===== src/rtl/ucrh_pkg.sv =====
`default_nettype none
// ----------------------------------------------------------------------------
// ucrh_pkg
// Shared types, codes and constants of the endpoint-0 standard request handler.
// ----------------------------------------------------------------------------
package ucrh_pkg;

  // Largest IN packet on endpoint 0, and the cap actually applied (field is 10 bits)
  localparam int unsigned MaxPacket = 512;
  localparam logic [9:0]  PktCap    = (MaxPacket > 1023) ? 10'd1023 : 10'(MaxPacket);

  // Event kinds
  localparam logic [1:0] KIND_SETUP  = 2'd0;
  localparam logic [1:0] KIND_STATUS = 2'd1;
  localparam logic [1:0] KIND_XFER   = 2'd2;

  // Standard request codes (bRequest)
  localparam logic [7:0] REQ_GET_STATUS     = 8'd0;
  localparam logic [7:0] REQ_CLEAR_FEATURE  = 8'd1;
  localparam logic [7:0] REQ_SET_FEATURE    = 8'd3;
  localparam logic [7:0] REQ_SET_ADDRESS    = 8'd5;
  localparam logic [7:0] REQ_GET_DESCRIPTOR = 8'd6;
  localparam logic [7:0] REQ_GET_CONFIG     = 8'd8;
  localparam logic [7:0] REQ_SET_CONFIG     = 8'd9;
  localparam logic [7:0] REQ_GET_INTERFACE  = 8'd10;
  localparam logic [7:0] REQ_SET_INTERFACE  = 8'd11;

  // bmRequestType fields
  localparam logic [7:0] RTYPE_TYPE_MASK  = 8'h60;
  localparam logic [7:0] RTYPE_RECIP_MASK = 8'h1F;
  localparam logic [7:0] RTYPE_RECIP_EP   = 8'h02;
  localparam int unsigned RtypeDirBit     = 7;

  // Descriptor types (wValue high byte)
  localparam logic [7:0] DTYPE_DEVICE = 8'd1;
  localparam logic [7:0] DTYPE_CONFIG = 8'd2;
  localparam logic [7:0] DTYPE_STRING = 8'd3;
  localparam logic [7:0] DTYPE_BOS    = 8'd15;
  localparam logic [7:0] MAX_STR_IDX  = 8'd3;

  // Endpoint numbers allowed for halt features
  localparam logic [6:0] EP_NUM_MASK = 7'h7F;
  localparam logic [6:0] EP_NUM_MAX  = 7'd15;

  // Descriptor source codes
  localparam logic [2:0] DESC_INLINE  = 3'd0;
  localparam logic [2:0] DESC_DEVICE  = 3'd1;
  localparam logic [2:0] DESC_CONFIG  = 3'd2;
  localparam logic [2:0] DESC_LANG    = 3'd3;
  localparam logic [2:0] DESC_BOS     = 3'd7;

  // Halt actions
  localparam logic [1:0] HALT_NONE  = 2'd0;
  localparam logic [1:0] HALT_SET   = 2'd1;
  localparam logic [1:0] HALT_CLEAR = 2'd2;

  // Configuration register indexes
  localparam logic [2:0] CFG_DEVICE_LEN  = 3'd0;
  localparam logic [2:0] CFG_CONFIG_LEN  = 3'd1;
  localparam logic [2:0] CFG_LANG_LEN    = 3'd2;
  localparam logic [2:0] CFG_MAKER_LEN   = 3'd3;
  localparam logic [2:0] CFG_PRODUCT_LEN = 3'd4;
  localparam logic [2:0] CFG_SERIAL_LEN  = 3'd5;
  localparam logic [2:0] CFG_BOS_LEN     = 3'd6;
  localparam logic [2:0] CFG_CONFIG_NUM  = 3'd7;

  localparam int unsigned CfgIdxW  = 3;
  localparam int unsigned CfgDataW = 16;

  typedef struct packed {
    logic [7:0]  device_desc_len;
    logic [15:0] config_desc_len;
    logic [7:0]  lang_desc_len;
    logic [7:0]  maker_desc_len;
    logic [7:0]  product_desc_len;
    logic [7:0]  serial_desc_len;
    logic [15:0] bos_desc_len;
    logic [7:0]  config_number;
  } cfg_t;

  typedef struct packed {
    logic [1:0]  kind;
    logic [7:0]  request_type;
    logic [7:0]  request_code;
    logic [15:0] request_value;
    logic [15:0] request_index;
    logic [15:0] request_length;
    logic [2:0]  endpoint_number;
    logic        endpoint_in;
  } req_t;

  typedef struct packed {
    logic        stall_res;
    logic        send_packet;
    logic [9:0]  packet_len;
    logic [2:0]  descriptor_choice;
    logic [15:0] descriptor_offset;
    logic [15:0] inline_reply;
    logic        out_ack;
    logic [1:0]  halt_action;
    logic [7:0]  halt_endpoint;
    logic        address_apply;
    logic [7:0]  device_address;
    logic        enumerated;
  } res_t;

  typedef struct packed {
    logic [15:0] remaining_len;
    logic [15:0] current_offset;
    logic [2:0]  current_descriptor;
    logic        address_pending;
    logic [7:0]  pending_address;
    logic [7:0]  active_config;
    logic        enum_flag;
  } ctl_state_t;

  // Clamp a byte count to one packet
  function automatic logic [9:0] cap_packet(input logic [15:0] n);
    cap_packet = (n > {6'd0, PktCap}) ? PktCap : n[9:0];
  endfunction

endpackage
`default_nettype wire


===== src/rtl/ucrh_if.sv =====
`default_nettype none
// ----------------------------------------------------------------------------
// ucrh_if
// Valid/ready channels for control events in and packet commands out.
// ----------------------------------------------------------------------------
interface ucrh_req_if;
  logic        valid;
  logic        ready;
  logic [1:0]  kind;
  logic [7:0]  request_type;
  logic [7:0]  request_code;
  logic [15:0] request_value;
  logic [15:0] request_index;
  logic [15:0] request_length;
  logic [2:0]  endpoint_number;
  logic        endpoint_in;

  modport source (output valid, kind, request_type, request_code, request_value,
                  request_index, request_length, endpoint_number, endpoint_in,
                  input ready);
  modport sink   (input valid, kind, request_type, request_code, request_value,
                  request_index, request_length, endpoint_number, endpoint_in,
                  output ready);
endinterface

interface ucrh_res_if;
  logic        valid;
  logic        ready;
  logic        stall_res;
  logic        send_packet;
  logic [9:0]  packet_len;
  logic [2:0]  descriptor_choice;
  logic [15:0] descriptor_offset;
  logic [15:0] inline_reply;
  logic        out_ack;
  logic [1:0]  halt_action;
  logic [7:0]  halt_endpoint;
  logic        address_apply;
  logic [7:0]  device_address;
  logic        enumerated;

  modport source (output valid, stall_res, send_packet, packet_len, descriptor_choice,
                  descriptor_offset, inline_reply, out_ack, halt_action, halt_endpoint,
                  address_apply, device_address, enumerated,
                  input ready);
  modport sink   (input valid, stall_res, send_packet, packet_len, descriptor_choice,
                  descriptor_offset, inline_reply, out_ack, halt_action, halt_endpoint,
                  address_apply, device_address, enumerated,
                  output ready);
endinterface
`default_nettype wire


===== src/rtl/usb_control_request_handler_top.sv =====
`default_nettype none
// ----------------------------------------------------------------------------
// usb_control_request_handler_top
// Endpoint-0 standard request handler: one packet command per control event.
// ----------------------------------------------------------------------------
// Path: a taken event waits in the input register until the result register is
//   free or being drained, then its command is registered there and is valid.
// Throughput: one event per cycle while the result channel is not stalled; the
//   decode is a single pass of compare and subtract logic between the input register and the result register.
// Reset (rst_ni low, asynchronous): pipeline empty, all reply/address/config
//   state cleared, configuration registers back to their defaults.
// ----------------------------------------------------------------------------
module usb_control_request_handler_top
  import ucrh_pkg::*;
(
  input  wire logic                clk_i,
  input  wire logic                rst_ni,
  input  wire logic                cfg_we_i,
  input  wire logic [CfgIdxW-1:0]  cfg_idx_i,
  input  wire logic [CfgDataW-1:0] cfg_wdata_i,
  ucrh_req_if.sink                 req_if,
  ucrh_res_if.source               res_if
);

  cfg_t       cfg;
  req_t       item_q;
  logic       item_vld_q;
  res_t       res_d, res_q;
  logic       res_vld_q;
  ctl_state_t st_q, st_d;
  logic       advance;
  logic       take;

  // Register block
  ucrh_cfg_regs u_cfg (
    .clk_i       (clk_i),
    .rst_ni      (rst_ni),
    .cfg_we_i    (cfg_we_i),
    .cfg_idx_i   (cfg_idx_i),
    .cfg_wdata_i (cfg_wdata_i),
    .cfg_o       (cfg)
  );

  // The held event moves on when the result register is free or being drained
  assign advance     = item_vld_q && (!res_vld_q || res_if.ready);
  assign req_if.ready = !item_vld_q || advance;
  assign take        = req_if.valid && req_if.ready;

  // Input register: valid bit under reset, payload free-running on acceptance
  always_ff @(posedge clk_i or negedge rst_ni) begin
    if (!rst_ni) begin
      item_vld_q <= 1'b0;
    end else if (req_if.ready) begin
      item_vld_q <= req_if.valid;
    end
  end

  always_ff @(posedge clk_i) begin
    if (take) begin
      item_q.kind            <= req_if.kind;
      item_q.request_type    <= req_if.request_type;
      item_q.request_code    <= req_if.request_code;
      item_q.request_value   <= req_if.request_value;
      item_q.request_index   <= req_if.request_index;
      item_q.request_length  <= req_if.request_length;
      item_q.endpoint_number <= req_if.endpoint_number;
      item_q.endpoint_in     <= req_if.endpoint_in;
    end
  end

  // Decode against current state; state commits with the result
  ucrh_decode u_dec (
    .item_i (item_q),
    .cfg_i  (cfg),
    .st_i   (st_q),
    .st_o   (st_d),
    .res_o  (res_d)
  );

  always_ff @(posedge clk_i or negedge rst_ni) begin
    if (!rst_ni) begin
      st_q      <= '0;
      res_vld_q <= 1'b0;
    end else begin
      if (advance) begin
        st_q      <= st_d;
        res_vld_q <= 1'b1;
      end else if (res_if.ready) begin
        res_vld_q <= 1'b0;
      end
    end
  end

  always_ff @(posedge clk_i) begin
    if (advance) begin
      res_q <= res_d;
    end
  end

  assign res_if.valid             = res_vld_q;
  assign res_if.stall_res         = res_q.stall_res;
  assign res_if.send_packet       = res_q.send_packet;
  assign res_if.packet_len        = res_q.packet_len;
  assign res_if.descriptor_choice = res_q.descriptor_choice;
  assign res_if.descriptor_offset = res_q.descriptor_offset;
  assign res_if.inline_reply      = res_q.inline_reply;
  assign res_if.out_ack           = res_q.out_ack;
  assign res_if.halt_action       = res_q.halt_action;
  assign res_if.halt_endpoint     = res_q.halt_endpoint;
  assign res_if.address_apply     = res_q.address_apply;
  assign res_if.device_address    = res_q.device_address;
  assign res_if.enumerated        = res_q.enumerated;

endmodule
`default_nettype wire


===== src/rtl/ucrh_cfg_regs.sv =====
`default_nettype none
// ----------------------------------------------------------------------------
// ucrh_cfg_regs
// Descriptor length and configuration number registers, write-only port.
// ----------------------------------------------------------------------------
module ucrh_cfg_regs
  import ucrh_pkg::*;
(
  input  wire logic                clk_i,
  input  wire logic                rst_ni,
  input  wire logic                cfg_we_i,
  input  wire logic [CfgIdxW-1:0]  cfg_idx_i,
  input  wire logic [CfgDataW-1:0] cfg_wdata_i,
  output cfg_t                     cfg_o
);

  cfg_t cfg_q, cfg_d;

  always_comb begin
    cfg_d = cfg_q;
    if (cfg_we_i) begin
      unique case (cfg_idx_i)
        CFG_DEVICE_LEN:  cfg_d.device_desc_len  = cfg_wdata_i[7:0];
        CFG_CONFIG_LEN:  cfg_d.config_desc_len  = cfg_wdata_i;
        CFG_LANG_LEN:    cfg_d.lang_desc_len    = cfg_wdata_i[7:0];
        CFG_MAKER_LEN:   cfg_d.maker_desc_len   = cfg_wdata_i[7:0];
        CFG_PRODUCT_LEN: cfg_d.product_desc_len = cfg_wdata_i[7:0];
        CFG_SERIAL_LEN:  cfg_d.serial_desc_len  = cfg_wdata_i[7:0];
        CFG_BOS_LEN:     cfg_d.bos_desc_len     = cfg_wdata_i;
        CFG_CONFIG_NUM:  cfg_d.config_number    = cfg_wdata_i[7:0];
        default: ;
      endcase
    end
  end

  always_ff @(posedge clk_i or negedge rst_ni) begin
    if (!rst_ni) begin
      cfg_q.device_desc_len  <= 8'd18;
      cfg_q.config_desc_len  <= 16'd0;
      cfg_q.lang_desc_len    <= 8'd4;
      cfg_q.maker_desc_len   <= 8'd0;
      cfg_q.product_desc_len <= 8'd0;
      cfg_q.serial_desc_len  <= 8'd0;
      cfg_q.bos_desc_len     <= 16'd0;
      cfg_q.config_number    <= 8'd1;
    end else begin
      cfg_q <= cfg_d;
    end
  end

  assign cfg_o = cfg_q;

endmodule
`default_nettype wire


===== src/rtl/ucrh_decode.sv =====
`default_nettype none
// ----------------------------------------------------------------------------
// ucrh_decode
// Single-pass request decode: packet command and next control state per event.
// ----------------------------------------------------------------------------
module ucrh_decode
  import ucrh_pkg::*;
(
  input  wire req_t       item_i,
  input  wire cfg_t       cfg_i,
  input  wire ctl_state_t st_i,
  output ctl_state_t      st_o,
  output res_t            res_o
);

  logic        stall;
  logic [15:0] total;
  logic [15:0] dl;
  logic [2:0]  desc;
  logic [15:0] inl;
  logic [1:0]  halt;
  logic [7:0]  hep;
  logic [7:0]  dtype;
  logic [7:0]  sidx;
  logic [7:0]  v8;
  logic [6:0]  epn;
  logic [9:0]  first;
  logic [9:0]  nxt;

  always_comb begin
    st_o  = st_i;
    res_o = '0;
    stall = 1'b0;
    total = item_i.request_length;
    dl    = '0;
    desc  = DESC_INLINE;
    inl   = '0;
    halt  = HALT_NONE;
    hep   = '0;
    dtype = item_i.request_value[15:8];
    sidx  = item_i.request_value[7:0];
    v8    = item_i.request_value[7:0];
    epn   = item_i.request_index[6:0] & EP_NUM_MASK;
    first = '0;
    nxt   = cap_packet(st_i.remaining_len);

    unique case (item_i.kind)
      KIND_SETUP: begin
        st_o.address_pending = 1'b0;
        if ((item_i.request_type & RTYPE_TYPE_MASK) != 8'd0) begin
          stall = 1'b1;
        end else begin
          unique case (item_i.request_code) inside
            REQ_GET_DESCRIPTOR: begin
              if (dtype == DTYPE_DEVICE) begin
                desc = DESC_DEVICE;
                dl   = {8'd0, cfg_i.device_desc_len};
              end else if (dtype == DTYPE_CONFIG) begin
                desc = DESC_CONFIG;
                dl   = cfg_i.config_desc_len;
              end else if (dtype == DTYPE_STRING && sidx <= MAX_STR_IDX) begin
                desc = DESC_LANG + sidx[2:0];
                case (sidx[1:0])
                  2'd0:    dl = {8'd0, cfg_i.lang_desc_len};
                  2'd1:    dl = {8'd0, cfg_i.maker_desc_len};
                  2'd2:    dl = {8'd0, cfg_i.product_desc_len};
                  default: dl = {8'd0, cfg_i.serial_desc_len};
                endcase
              end else if (dtype == DTYPE_BOS) begin
                desc = DESC_BOS;
                dl   = cfg_i.bos_desc_len;
              end else begin
                stall = 1'b1;
              end
              total = (item_i.request_length < dl) ? item_i.request_length : dl;
            end
            REQ_SET_ADDRESS: begin
              st_o.address_pending = 1'b1;
              st_o.pending_address = v8;
            end
            REQ_GET_CONFIG: begin
              inl   = {8'd0, st_i.active_config};
              total = {15'd0, item_i.request_length != 16'd0};
            end
            REQ_SET_CONFIG: begin
              if (v8 != 8'd0 && v8 != cfg_i.config_number) begin
                st_o.active_config = cfg_i.config_number;
                stall = 1'b1;
              end else begin
                st_o.active_config = v8;
                st_o.enum_flag     = (v8 != 8'd0);
              end
            end
            REQ_CLEAR_FEATURE, REQ_SET_FEATURE: begin
              if ((item_i.request_type & RTYPE_RECIP_MASK) == RTYPE_RECIP_EP) begin
                // endpoint halt only; endpoint 0 and other selectors are no-ops
                if (v8 == 8'd0 && epn != 7'd0 && epn <= EP_NUM_MAX) begin
                  halt = (item_i.request_code == REQ_SET_FEATURE) ? HALT_SET : HALT_CLEAR;
                  hep  = item_i.request_index[7:0];
                end
              end else begin
                stall = 1'b1;
              end
            end
            REQ_GET_INTERFACE: total = {15'd0, item_i.request_length != 16'd0};
            REQ_SET_INTERFACE: ;
            REQ_GET_STATUS: begin
              total = (item_i.request_length < 16'd2) ? item_i.request_length : 16'd2;
            end
            default: stall = 1'b1;
          endcase
        end

        first = cap_packet(total);
        if (stall) begin
          st_o.remaining_len      = '0;
          st_o.current_offset     = '0;
          st_o.current_descriptor = DESC_INLINE;
          res_o.stall_res         = 1'b1;
        end else begin
          res_o.halt_action   = halt;
          res_o.halt_endpoint = hep;
          res_o.send_packet   = 1'b1;
          if (item_i.request_type[RtypeDirBit]) begin
            res_o.packet_len        = first;
            res_o.descriptor_choice = desc;
            res_o.inline_reply      = inl;
            st_o.remaining_len      = total - {6'd0, first};
            st_o.current_offset     = {6'd0, first};
            st_o.current_descriptor = desc;
          end else begin
            // host-to-device: zero-length status packet
            res_o.out_ack           = 1'b1;
            st_o.remaining_len      = '0;
            st_o.current_offset     = '0;
            st_o.current_descriptor = DESC_INLINE;
          end
        end
      end
      KIND_STATUS: begin
        if (st_i.address_pending) begin
          res_o.address_apply  = 1'b1;
          res_o.device_address = st_i.pending_address;
          st_o.address_pending = 1'b0;
        end
      end
      KIND_XFER: begin
        if (item_i.endpoint_number == 3'd0) begin
          if (item_i.endpoint_in) begin
            if (st_i.remaining_len != 16'd0) begin
              res_o.send_packet       = 1'b1;
              res_o.packet_len        = nxt;
              res_o.descriptor_choice = st_i.current_descriptor;
              res_o.descriptor_offset = st_i.current_offset;
              st_o.remaining_len      = st_i.remaining_len - {6'd0, nxt};
              st_o.current_offset     = st_i.current_offset + {6'd0, nxt};
            end
          end else begin
            res_o.out_ack = 1'b1;
          end
        end
      end
      default: ;
    endcase

    res_o.enumerated = st_o.enum_flag;
  end

endmodule
`default_nettype wire


===== src/flat_wrapper.sv =====
// flat-port wrapper written by rule: the top's interface ports become plain ports
module usb_control_request_handler_top_flat import ucrh_pkg::*;
  (clk_i, rst_ni, cfg_we_i, cfg_idx_i, cfg_wdata_i, req_if_valid, req_if_kind, req_if_request_type, req_if_request_code, req_if_request_value, req_if_request_index, req_if_request_length, req_if_endpoint_number, req_if_endpoint_in, req_if_ready, res_if_valid, res_if_stall_res, res_if_send_packet, res_if_packet_len, res_if_descriptor_choice, res_if_descriptor_offset, res_if_inline_reply, res_if_out_ack, res_if_halt_action, res_if_halt_endpoint, res_if_address_apply, res_if_device_address, res_if_enumerated, res_if_ready);
  ucrh_req_if req_if_i ();
  ucrh_res_if res_if_i ();
  input  wire logic clk_i;
  input  wire logic rst_ni;
  input  wire logic cfg_we_i;
  input  wire logic [CfgIdxW-1:0] cfg_idx_i;
  input  wire logic [CfgDataW-1:0] cfg_wdata_i;
  input wire logic [$bits(req_if_i.valid)-1:0] req_if_valid;
  input wire logic [$bits(req_if_i.kind)-1:0] req_if_kind;
  input wire logic [$bits(req_if_i.request_type)-1:0] req_if_request_type;
  input wire logic [$bits(req_if_i.request_code)-1:0] req_if_request_code;
  input wire logic [$bits(req_if_i.request_value)-1:0] req_if_request_value;
  input wire logic [$bits(req_if_i.request_index)-1:0] req_if_request_index;
  input wire logic [$bits(req_if_i.request_length)-1:0] req_if_request_length;
  input wire logic [$bits(req_if_i.endpoint_number)-1:0] req_if_endpoint_number;
  input wire logic [$bits(req_if_i.endpoint_in)-1:0] req_if_endpoint_in;
  output wire logic [$bits(req_if_i.ready)-1:0] req_if_ready;
  output wire logic [$bits(res_if_i.valid)-1:0] res_if_valid;
  output wire logic [$bits(res_if_i.stall_res)-1:0] res_if_stall_res;
  output wire logic [$bits(res_if_i.send_packet)-1:0] res_if_send_packet;
  output wire logic [$bits(res_if_i.packet_len)-1:0] res_if_packet_len;
  output wire logic [$bits(res_if_i.descriptor_choice)-1:0] res_if_descriptor_choice;
  output wire logic [$bits(res_if_i.descriptor_offset)-1:0] res_if_descriptor_offset;
  output wire logic [$bits(res_if_i.inline_reply)-1:0] res_if_inline_reply;
  output wire logic [$bits(res_if_i.out_ack)-1:0] res_if_out_ack;
  output wire logic [$bits(res_if_i.halt_action)-1:0] res_if_halt_action;
  output wire logic [$bits(res_if_i.halt_endpoint)-1:0] res_if_halt_endpoint;
  output wire logic [$bits(res_if_i.address_apply)-1:0] res_if_address_apply;
  output wire logic [$bits(res_if_i.device_address)-1:0] res_if_device_address;
  output wire logic [$bits(res_if_i.enumerated)-1:0] res_if_enumerated;
  input wire logic [$bits(res_if_i.ready)-1:0] res_if_ready;
  assign req_if_i.valid = req_if_valid;
  assign req_if_i.kind = req_if_kind;
  assign req_if_i.request_type = req_if_request_type;
  assign req_if_i.request_code = req_if_request_code;
  assign req_if_i.request_value = req_if_request_value;
  assign req_if_i.request_index = req_if_request_index;
  assign req_if_i.request_length = req_if_request_length;
  assign req_if_i.endpoint_number = req_if_endpoint_number;
  assign req_if_i.endpoint_in = req_if_endpoint_in;
  assign req_if_ready = req_if_i.ready;
  assign res_if_valid = res_if_i.valid;
  assign res_if_stall_res = res_if_i.stall_res;
  assign res_if_send_packet = res_if_i.send_packet;
  assign res_if_packet_len = res_if_i.packet_len;
  assign res_if_descriptor_choice = res_if_i.descriptor_choice;
  assign res_if_descriptor_offset = res_if_i.descriptor_offset;
  assign res_if_inline_reply = res_if_i.inline_reply;
  assign res_if_out_ack = res_if_i.out_ack;
  assign res_if_halt_action = res_if_i.halt_action;
  assign res_if_halt_endpoint = res_if_i.halt_endpoint;
  assign res_if_address_apply = res_if_i.address_apply;
  assign res_if_device_address = res_if_i.device_address;
  assign res_if_enumerated = res_if_i.enumerated;
  assign res_if_i.ready = res_if_ready;
  usb_control_request_handler_top u_core (.clk_i(clk_i), .rst_ni(rst_ni), .cfg_we_i(cfg_we_i), .cfg_idx_i(cfg_idx_i), .cfg_wdata_i(cfg_wdata_i), .req_if(req_if_i), .res_if(res_if_i));
endmodule

===== config.mk =====
export PLATFORM = sky130hd
export DESIGN_NAME = usb_control_request_handler_top_flat
export DESIGN_NICKNAME = d
export VERILOG_FILES = /design/src/rtl/ucrh_pkg.sv /design/src/rtl/ucrh_if.sv /design/src/rtl/usb_control_request_handler_top.sv /design/src/rtl/ucrh_cfg_regs.sv /design/src/rtl/ucrh_decode.sv /design/src/flat_wrapper.sv
export SDC_FILE = /design/constraint.sdc
export NUM_CORES = 1
export LEC_CHECK = 0
export BUFFER_PORTS_ARGS = -buffer_cell sky130_fd_sc_hd__buf_2
export CAP_MARGIN = 20
export CORE_ASPECT_RATIO = 1.1
export CORE_MARGIN = 2
export CORE_UTILIZATION = 45
export CTS_CLUSTER_DIAMETER = 50
export DETAILED_ROUTE_END_ITERATION = 8
export SLEW_MARGIN = 20
export SYNTH_ARGS = -nofsm -noshare
export SYNTH_HDL_FRONTEND = slang
export SYNTH_SLANG_ARGS = --single-unit

===== constraint.sdc =====
create_clock -name clk_i -period 5.3 [get_ports clk_i]
set_input_delay 0.53 -clock clk_i [delete_from_list [all_inputs] [get_ports clk_i]]
set_output_delay 0.53 -clock clk_i [all_outputs]
set_load 0.02 [all_outputs]

==> results.sh <==
export IMPL_stdcell_count=1625
export IMPL_path_max_fanout=9
export IMPL_ant_nets=0
export IMPL_synth_area_leaders="edfxtp_1, dfrtp_1, mux2_2"
export IMPL_grt_util_met3=0.0298
export IMPL_seq_area_frac_synth=0.564
export IMPL_max_stage_delay_ns=0.70
export IMPL_cts_clk_slew_worst_paths_ns=0.06
export IMPL_clock_latency_ns=0.56
export IMPL_drive_gt1_frac=0.280
export IMPL_yosys_register_bits=257
export IMPL_via_count=9010
export IMPL_netlist_area_leader_share=0.293
export IMPL_clock_path_buffers=3
export IMPL_nets=1372
export IMPL_skew_ns=0.00869
export IMPL_period_share=0.946
export IMPL_pwr_share_comb=0.165
export IMPL_clkPwrFrac=0.359
export IMPL_wl_per_cell_um=19.1
export IMPL_fill_cells=2380
export IMPL_hpwlAfterDp_um=23100
export IMPL_power_mw=5.34
export IMPL_slew_headroom=0.406
export IMPL_synth_cells=1053
export IMPL_hold_viol_final=0
export IMPL_post_route_drc_count=0
export IMPL_vdd_drop_max_mv=0.247
export IMPL_period_needed_ns=5.02
export IMPL_setup_tns_final_ns=0
export IMPL_whs_ns=0.140
export IMPL_track_usage=0.215
export IMPL_tightestPinTransition_ns=0.884
export IMPL_synth_cell_type_count=81
export IMPL_drt_total_wl_um=31100
export IMPL_ys_async_sr_fraction=0.525
export IMPL_yosysWarnings=0
export IMPL_crit_buf_inv=1
export IMPL_p_switching_mw=1.48
export IMPL_rsz0062_at_grt="no"
export IMPL_pwr_share_seq=0.476
export IMPL_endpoint_kind="flip-flop"
export IMPL_grt_busiest_layer="met2"
export IMPL_p_int_mw=3.85
export IMPL_grt_pass1_vias=8799
export IMPL_cap_violations=0
export IMPL_crit_path_cell_trace="or4_1 -> or3_1 -> o22ai_1 -> ha_1 -> a21o_1 -> a21oi_1 -> o22ai_1 -> or4_1 -> a21oi_1 -> nor2_1 -> a221o_1 -> nor4_4 -> o21ai_2 -> buf_4 -> o21ai_1"
export IMPL_yosysTopAreaCell="edfxtp_1"
export IMPL_areaGrowthSynthToFinish_pct=18.7
export IMPL_dp_cells=1569
export IMPL_cts_tree="yes"
export IMPL_critical_path_class="reg2reg"
export IMPL_cts_sinks=257
export IMPL_dp_slack_ns=0.244
export IMPL_std_cell_rows=63
export IMPL_critical_path_top_delay_family="simple AND/OR/NAND/NOR gates"
export IMPL_p_leak_nw=6.10
export IMPL_die_h_um=179
export IMPL_grt_met2_usage=0.354
export IMPL_start_kind="flip-flop"
export IMPL_die_w_um=163
export IMPL_h_tree_depth=1
export IMPL_drv_slew=0
export IMPL_grt_overflow=0
export IMPL_grt_pass1_wl_um=48500
export IMPL_yosys_most_used_dff="dfrtp_1"
export IMPL_p_sw_frac=0.278
export IMPL_synth_area_per_cell_um2=11.9
export IMPL_grt_antenna_before_repair=0
export IMPL_syn_cell_area_mm2=0.0125
export IMPL_coreArea_mm2=0.0271
export IMPL_hold_path_class="in2reg"
export IMPL_pwr_density_cell_mw_per_mm2=360
export IMPL_start_util=0.461
export IMPL_gp_congestion=0.882
export IMPL_status="finished, final reports clean"
export IMPL_required_ns=5.69
export IMPL_worst_slack_ns=0.284
export IMPL_synth_edf_count=122
export IMPL_drtIter0Drc=788
export IMPL_setup_viol=0
export IMPL_io_pins=164
export IMPL_crit_slowest_cell="or4_1"
export IMPL_die_area_mm2=0.0291
export IMPL_arrival_ns=5.40
export IMPL_antennaDiodeCount=0
export IMPL_portBuffers=147
export IMPL_drt_pass1_iter_count=6
export IMPL_root_buffer="clkbuf_16"
export IMPL_cts_buffers=29
export IMPL_grt_max_degree=64
export IMPL_groute_layer_met1_usage=0.298
export IMPL_fmax_mhz=199
export IMPL_drt_vias_per_instance=5.54
-- power by group through the flow --
stage	Clock, mW	Combinational (mW)	Sequential [mW]
CTS	1.96	0.889	2.54
global route	2.06	0.987	2.57
finish	1.92	0.882	2.54
detailed placement	0	0.884	2.57
global placement	0	0.867	2.57
floorplan	0	0.598	2.56
-- cell usage in the layout, fill, tap and decap left out, types with 10 or more instances in the layout --
cell type	count
and2_1	55
dfrtp_1	131
clkbuf_16	29
a21oi_1	47
nor3_1	18
nor4_1	11
buf_2	146
o22ai_1	11
o21ai_0	51
edfxtp_1	122
mux2_2	89
nand2b_1	16
nand3_1	12
mux2i_1	10
xor2_1	17
conb_1	13
o21ai_1	19
buf_4	46
ha_1	32
xnor2_1	11
inv_1	18
nand2_1	86
and3_1	10
nor2_1	53
a22oi_1	19
nand4_1	11
-- cell type report --
class | instances | area [um^2] | area share
Inverter | 19 | 71.3 | 0.00481
Clock buffer | 40 | 787 | 0.0531
Timing Repair Buffer | 194 | 1100 | 0.0740
Tap cell | 357 | 447 | 0.0301
Multi-Input combinational cell | 744 | 5240 | 0.353
Clock inverter | 14 | 135 | 0.00912
Sequential cell | 257 | 7050 | 0.475
-- logic make-up (layout without fill, tap and decap cells) --
logic type                 after synthesis  count (layout)  synth area share
buffers and inverters                   63             267            0.0216
adders and majority gates               33              33            0.0337
AOI/OAI and AO/OA                      247             247             0.133
muxes                                   99              99            0.0883
and+or+nand+nor                        324             324             0.139
DFF                                    257             257             0.564
xor gates and xnor gates                28              28            0.0196
other                                    2              13          0.000601
-- what timing repair did --
item / 4_1_cts / 5_1_grt
endpoints found under the hold margin: 30 / 0
hold buffers: 1 / 0
endpoints found under the setup margin: 0 / 13
gates resized for setup: 0 / 2
setup buffers: 0 / 0
-- cells in the mapped netlist (17+ instances only) --
master    instances
dfrtp_1         131
edfxtp_1        122
mux2_2           89
nand2_1          86
and2_1           56
nor2_1           53
o21ai_0          52
a21oi_1          47
ha_1             32
clkbuf_1         31
a22oi_1          19
inv_1            19
nor3_1           18
o21ai_1          18
xor2_1           17
-- per-stage QoR --
stage	utilization	cell area, um^2
6_report	0.547	14800
5_1_grt	0.547	14800
4_1_cts	0.546	14800
3_5_place_dp	0.511	13900
3_3_place_gp	0.511	13900
2_1_floorplan	-	12500
-- layer usage --
metal | vias to the layer above | wire (um)
met4 | 0 | 746
met1 | 4378 | 13900
met2 | 250 | 14800
met3 | 49 | 1660
li1 | 4333 | -
met5 | - | 0
-- registers in the layout, summed over array words and instances (netlist names), 8 cells and up --
name and count:
u_core.st_q 53, u_core.res_if.device_address 8, u_core.res_if.inline_reply 8, u_core.res_if.halt_endpoint 8, u_core.res_if.packet_len 10, u_core.u_cfg.cfg_o 80, u_core.item_q 62, u_core.res_if.descriptor_offset 16
-- worst paths after layout --
| check | from | end | slack [ns] | depth (start not counted) |
|---|---|---|---|---|
| max in group asynchronous | rst_ni | u_core.item_vld_q | 3.73 | 3 |
| worst max register to register | u_core.item_q[49] | u_core.res_if.packet_len[1] | 0.28 | 15 |
| worst max-delay path | u_core.item_q[49] | u_core.res_if.packet_len[1] | 0.28 | 15 |
| worst min register to register | u_core.st_q[4] | u_core.st_q[4] | 0.47 | 2 |
| worst min-delay path | req_if_request_value[15] | u_core.item_q[51] | 0.14 | 1 |
| min in group asynchronous | rst_ni | u_core.u_cfg.cfg_o[18] | 0.46 | 2 |
Power figures use the tool's default switching activity.
